### src/rtl/lidar_sector_min_distance_macros.svh
// ============================================================================
// Assertion macros for the lidar sector minimum-distance block
// Concurrent assertion helpers; defining ASSERT_OFF compiles them away.
// ============================================================================
`ifndef LIDAR_SECTOR_MIN_DISTANCE_MACROS_SVH
`define LIDAR_SECTOR_MIN_DISTANCE_MACROS_SVH
`ifndef ASSERT_OFF
// The property must hold at every rising edge outside reset.
`define LSMD_ASSERT(label, clk_sig, rst_sig, prop, msg) \
    label: assert property (@(posedge clk_sig) disable iff (!rst_sig) prop) \
        else $error(msg);
// The expression must never be true at a rising edge outside reset.
`define LSMD_ASSERT_NEVER(label, clk_sig, rst_sig, expr, msg) \
    label: assert property (@(posedge clk_sig) disable iff (!rst_sig) !(expr)) \
        else $error(msg);
`else
`define LSMD_ASSERT(label, clk_sig, rst_sig, prop, msg)
`define LSMD_ASSERT_NEVER(label, clk_sig, rst_sig, expr, msg)
`endif
`endif

### src/rtl/lsmd_pkg.sv
// ============================================================================
// Lidar sector minimum-distance package
// Shared widths, constants, codes and structures of the sector histogram.
// ============================================================================
`default_nettype none

package lsmd_pkg;

    localparam int DEFAULT_MAX_SECTORS = 64;

    localparam int ANGLE_W     = 16;
    localparam int NORM_W      = 15;
    localparam int DIST_W      = 20;
    localparam int COUNT_REG_W = 7;
    localparam int THR_W       = 20;
    localparam int OUT_IDX_W   = 6;
    localparam int CFG_IDX_W   = 1;
    localparam int CFG_DATA_W  = 20;

    // Full circle in Q4.12 radians.
    localparam int TWO_PI_Q12 = 25736;

    localparam logic [DIST_W-1:0]      EMPTY_DISTANCE = 20'd999000;
    localparam logic [DIST_W-1:0]      MIN_VALID_MM   = 20'd10;
    localparam logic [COUNT_REG_W-1:0] COUNT_RESET    = 7'd8;
    localparam logic [THR_W-1:0]       THR_RESET      = 20'd500;

    localparam logic OP_SAMPLE = 1'b0;
    localparam logic OP_FINISH = 1'b1;

    typedef enum logic [CFG_IDX_W-1:0] {
        CFG_SECTOR_COUNT    = 1'b0,
        CFG_BLOCK_THRESHOLD = 1'b1
    } cfg_index_t;

    // A sample travelling down the row of cells.
    typedef struct packed {
        logic              valid;
        logic [DIST_W-1:0] dist_mm;
    } token_t;

    // Readout control broadcast to every cell.
    typedef struct packed {
        logic shift;
        logic clear;
    } cell_ctrl_t;

endpackage

`default_nettype wire

### src/rtl/lsmd_cell.sv
// ============================================================================
// Sector cell
// Holds one sector minimum, passes samples on and shifts minima out on readout.
// ============================================================================
`default_nettype none

module lsmd_cell #(
    parameter int IDX_W      = 6,
    parameter int CELL_INDEX = 0
) (
    input  wire                              clk,
    input  wire                              rst_n,
    input  wire lsmd_pkg::token_t            tok_in,
    input  wire [IDX_W-1:0]                  idx_in,
    output lsmd_pkg::token_t                 tok_out,
    output logic [IDX_W-1:0]                 idx_out,
    input  wire lsmd_pkg::cell_ctrl_t        ctrl,
    input  wire [lsmd_pkg::DIST_W-1:0]       min_in,
    output logic [lsmd_pkg::DIST_W-1:0]      min_out
);

    logic                          hit;
    logic [lsmd_pkg::DIST_W-1:0]   min_reg;
    logic [lsmd_pkg::DIST_W-1:0]   min_next;
    logic                          tok_valid_reg;
    logic [lsmd_pkg::DIST_W-1:0]   tok_dist_reg;
    logic [IDX_W-1:0]              idx_reg;

    assign hit = tok_in.valid && (idx_in == IDX_W'(CELL_INDEX));

    always_comb
    begin
        min_next = min_reg;
        priority if (ctrl.clear)
        begin
            min_next = lsmd_pkg::EMPTY_DISTANCE;
        end
        else if (ctrl.shift)
        begin
            min_next = min_in;
        end
        else if (hit && (tok_in.dist_mm < min_reg))
        begin
            min_next = tok_in.dist_mm;
        end
        else
        begin
            min_next = min_reg;
        end
    end

    always_ff @(posedge clk or negedge rst_n)
    begin
        if (!rst_n)
        begin
            min_reg       <= lsmd_pkg::EMPTY_DISTANCE;
            tok_valid_reg <= 1'b0;
        end
        else
        begin
            min_reg       <= min_next;
            // A sample stops at the cell of its sector.
            tok_valid_reg <= tok_in.valid && !hit;
        end
    end

    always_ff @(posedge clk)
    begin
        tok_dist_reg <= tok_in.dist_mm;
        idx_reg      <= idx_in;
    end

    assign tok_out.valid   = tok_valid_reg;
    assign tok_out.dist_mm = tok_dist_reg;
    assign idx_out         = idx_reg;
    assign min_out         = min_reg;

endmodule

`default_nettype wire

### config.mk
export PLATFORM = sky130hd
export DESIGN_NAME = lsmd_cell
export DESIGN_NICKNAME = d
export VERILOG_FILES = /design/src/rtl/lidar_sector_min_distance_macros.svh /design/src/rtl/lsmd_pkg.sv /design/src/rtl/lsmd_cell.sv
export SDC_FILE = /design/constraint.sdc
export NUM_CORES = 1
export LEC_CHECK = 0
export BUFFER_PORTS_ARGS = -buffer_cell sky130_fd_sc_hd__buf_2
export CORE_ASPECT_RATIO = 0.7
export CORE_MARGIN = 8
export CORE_UTILIZATION = 30
export DETAILED_ROUTE_END_ITERATION = 8
export GPL_TIMING_DRIVEN = 0
export HOLD_SLACK_MARGIN = 0.12
export MAX_ROUTING_LAYER = met4
export PLACE_DENSITY = 0.66
export SLEW_MARGIN = 20
export SYNTH_ARGS = -nofsm -noshare
export SYNTH_HDL_FRONTEND = slang
export SYNTH_SLANG_ARGS = --single-unit
### constraint.sdc
create_clock -name clk -period 3.27 [get_ports clk]
set_clock_uncertainty 0.2 [all_clocks]
set_input_delay 0.1635 -clock clk [delete_from_list [all_inputs] [get_ports clk]]
set_output_delay 0.1635 -clock clk [all_outputs]
set_load 0.02 [all_outputs]
==> results by group <==
Die
  • Starting Density: around 31%
  • I/O pin count: 98
  • Die height: roughly 85 microns
  • DIE WIDTH: approximately 110 microns
  • Core Region: approximately 0.0067 sq mm
  • Die ar.: between 0.009 and 0.01 sq mm
  • Rows: 25

Synth
  • Synth Area in XOR/XNOR: 0%
  • Post-Synthesis Cells: ~200
  • Mean Syn Cell Area: between 9 and 10 sq um
  • Post-synthesis simple-gate area fraction: about 15%
  • Main combinational cell family by area after synthesis: simple AND/OR/NAND/NOR gates
  • Post-synthesis adder-cell area fraction: 11.6%
  • Compound-gate portion of the synthesized area: about an eighth
  • Mapped Nets: about 280
  • Synth Register Bits: 47
  • Ys Warns: 0
  • Mux cell area share after synthesis: under 10%
  • Sequential area share after synthesis: between 50% and 60%
  • Synth Cell Area: a little over 0.002 sq mm
  • Cell variety after synth: 29

Run status
  • Status: completed

Routing
  • Met2 routed WL: ~3200 microns
  • Top Layer Used: met4
  • TritonRoute pass-1 iters: 4
  • Via Count: ~2000
  • Routed met3 length: between 400 and 500 microns
  • Avg Vias per Cell: 4.48
  • Final ANT Viol Nets: 0
  • DRT Wirelength: 6820 microns
  • Initial detailed-routing violation count: 54
  • Wire per inst: 15.1 microns
  • Post-route DRC violation count: 0
  • WL met1: approximately 3100 microns

Layout
  • Finished Core Util: around half
  • Share of layout cells above drive strength 1: about 34%
  • # diodes: 0
  • Filler cell count: 658
  • Area growth syn-to-layout: 57.8%
  • Final net count: roughly 430

CTS
  • CTS clk-pin slew, worst paths: ~0.10 ns
  • CTS Buffer Depth: 2
  • Htree depth: 2
  • Skew-Pair Late Insertion Delay: approximately 0.30 ns
  • Sink Count: 47
  • TritonCTS clock tree: done
  • Num CTS Buffers: 5
  • Root buffer cell: clkbuf_8
  • Setup bufs post-CTS: 0

STA
  • Setup violators final: 0
  • Fmax: around 330 MHz
  • Final TNS setup: 0 ns
  • Final slew viol count: 0
  • Fin. Hold Viols: 0
  • RSZ-0062 raised after global routing: no
  • Final Cycle Share: about 92%
  • Slew HR: 62.2%
  • Period minus WS final: around 3 ns
  • Hold slack: ~0.17 ns
  • Least-Margin Pin Slew: between 0.5 and 0.6 ns

Worst setup path
  • Critical Path End Type: register
  • Critical path class: register to register
  • Top delay family on crit path: simple AND/OR/NAND/NOR gates
  • Worst Path Buf+Inv: 2
  • Crit path cell chain: inv_1, ha_1, nand4_1, or4_1, o221ai_2, buf_2, nor3_1, a211oi_1
  • Slowest Stage Delay on Critical Path: ~0.57 ns
  • WP data arrival: about 3.0 ns
  • Worst Path Max Fanout: 10
  • CP required: about 3.3 ns
  • Critical path launch point type: register
  • Slowest cell on crit path: or4_1

GRT
  • Vias in the first global route: about 2200
  • Largest net degree at the start of global routing: 22
  • GRT overflow: 0
  • Gr usage total: between 10% and 20%
  • Initial antenna violation count: 0
  • First-pass GRT wire length: ~11000 microns

Pwr
  • Clock share of power: between 30% and 40%
  • Worst vdd ir: roughly 0.00017 V
  • Total Power: 1.29 mW
  • Leakage power: between 1.5 and 2 nW
  • Net Sw Frac: about 28%
  • Pint: around 930 uW
  • Net Sw Power: between 300 and 400 uW
  • PwrDens: about 400 mW/mm^2
  • Comb pwr share: between 20 and 25%
  • Sequential Power Share: between 40% and 50%

Placed design
  • Gpl congestion: approximately 0.83
  • DPL Wire Length: between 5000 and 6000 microns
  • PortBufs: 97

Min path
  • Worst min path class: primary input to async pin

Flow run
  • Total of max-cap violations: 0
metal layers:
layer | up-vias | GRT usage [%]
li1 | 1016 | -
met1 | 937 | 17.1
met2 | 71 | 23.7
met3 | 5 | 4.46
met4 | 0 | 3.09
met5 | - | -
power by group through the flow:
stage / sequential (mW) / clock, mW / combinational [mW]
final: 0.631 / 0.398 / 0.265
after global routing: 0.636 / 0.436 / 0.293
after CTS: 0.631 / 0.415 / 0.267
after detailed placement: 0.643 / 0 / 0.221
after global placement: 0.642 / 0 / 0.218
after floorplan: 0.684 / 0 / 0.0759
cells by family (layout without fill, tap and decap cells):
| family | Yosys count | in the layout |
|---|---|---|
| adders and majority gates | 19 | 19 |
| DFF | 47 | 47 |
| AOI/OAI and AO/OA | 35 | 35 |
| buffers and inverters | 31 | 184 |
| muxes | 8 | 8 |
| and+or+nand+nor | 66 | 66 |
cell usage in the layout (no fill, tap or decap):
cell           Yosys  routed
a2111oi_1          0       1
a211oi_1          21      21
a21o_1             2       2
a21oi_1            7       7
and2_1             1       1
buf_1              1       1
buf_2              2      99
buf_4              1       1
buf_6              1       1
clkbuf_1           6       7
clkbuf_16          0       1
clkbuf_8           0       5
clkinv_1           1       1
clkinvlp_4         0       1
dfrtp_1            9       9
dfstp_2           12      12
dfxtp_1           26      26
dlygate4sd3_1      0      48
ha_1              19      19
inv_1             19      19
mux2i_1            8       8
nand2_1            8       8
nand2b_1           1       1
nand3b_1           1       1
nand4_1            2       2
nor2_1            28      28
nor2b_1            1       1
nor3_1            19      19
nor4_1             3       3
o21ai_0            3       3
o221ai_2           1       1
or2_2              1       1
or4_1              1       1
area by class of cell:
class | instances | area, sq um | share of cell area (%)
Buffer | 11 | 55.1 | 1.70
Clock buffer | 7 | 97.6 | 3.01
Clock inverter | 1 | 7.51 | 0.231
Inverter | 20 | 75.1 | 2.31
Multi-Input combinational cell | 128 | 867 | 26.7
Sequential cell | 47 | 1060 | 32.7
Tap cell | 94 | 118 | 3.62
Timing Repair Buffer | 145 | 966 | 29.7
through the flow:
step / instance area (sq um) / setup slack [ns] / instances
after floorplan: 2060 / 0.547 / 206
after global placement: 2660 / 0.305 / 397
after detailed placement: 2660 / 0.244 / 397
after CTS: 3250 / 0.205 / 453
after global routing: 3250 / 0.0602 / 453
final: 3250 / 0.261 / 453
path summary, 6_finish.rpt:
| kind | from | endpoint | cells after the start | slack [ns] |
|---|---|---|---|---|
| min in group clk | ctrl[0] | min_out[16]$_DFFE_PN1P_ | 4 | 0.24 |
| max in group asynchronous | rst_n | min_out[3]$_DFFE_PN1P_ | 2 | 2.35 |
| hold / removal | rst_n | tok_valid_reg$_DFF_PN0_ | 2 | 0.17 |
| setup reg to reg | min_out[19]$_DFFE_PN1P_ | min_out[13]$_DFFE_PN1P_ | 8 | 0.26 |
| hold reg to reg | min_out[10]$_DFFE_PN1P_ | min_out[10]$_DFFE_PN1P_ | 2 | 0.35 |
| setup / recovery | min_out[19]$_DFFE_PN1P_ | min_out[13]$_DFFE_PN1P_ | 8 | 0.26 |
Yosys cell counts, drive strengths merged:
master   count  share of area (%)
nor2        28                5.1
dfxtp       26                 25
a211oi      21                7.7
ha          19                 12
inv         19                3.5
nor3        19                4.6
dfstp       12                 15
dfrtp        9                 11
mux2i        8                3.9
nand2        8                1.5
a21oi        7                1.7
clkbuf       6                1.1
buf          5                1.6
nor4         3               0.91
o21ai        3               0.73
a21o         2               0.73
nand4        2               0.61
a2111oi      1               0.43
and2         1               0.30
clkinv       1               0.18
nand2b       1               0.30
nand3b       1               0.37
nor2b        1               0.30
o221ai       1               0.73
or2          1               0.30
or4          1               0.37
what timing repair did:
item,CTS,global route
hold buffers,48,0
endpoints found under the setup margin,0,4
resized for setup,0,1
hold endpoints to repair,68,0
(Power assumes the default switching activity.)
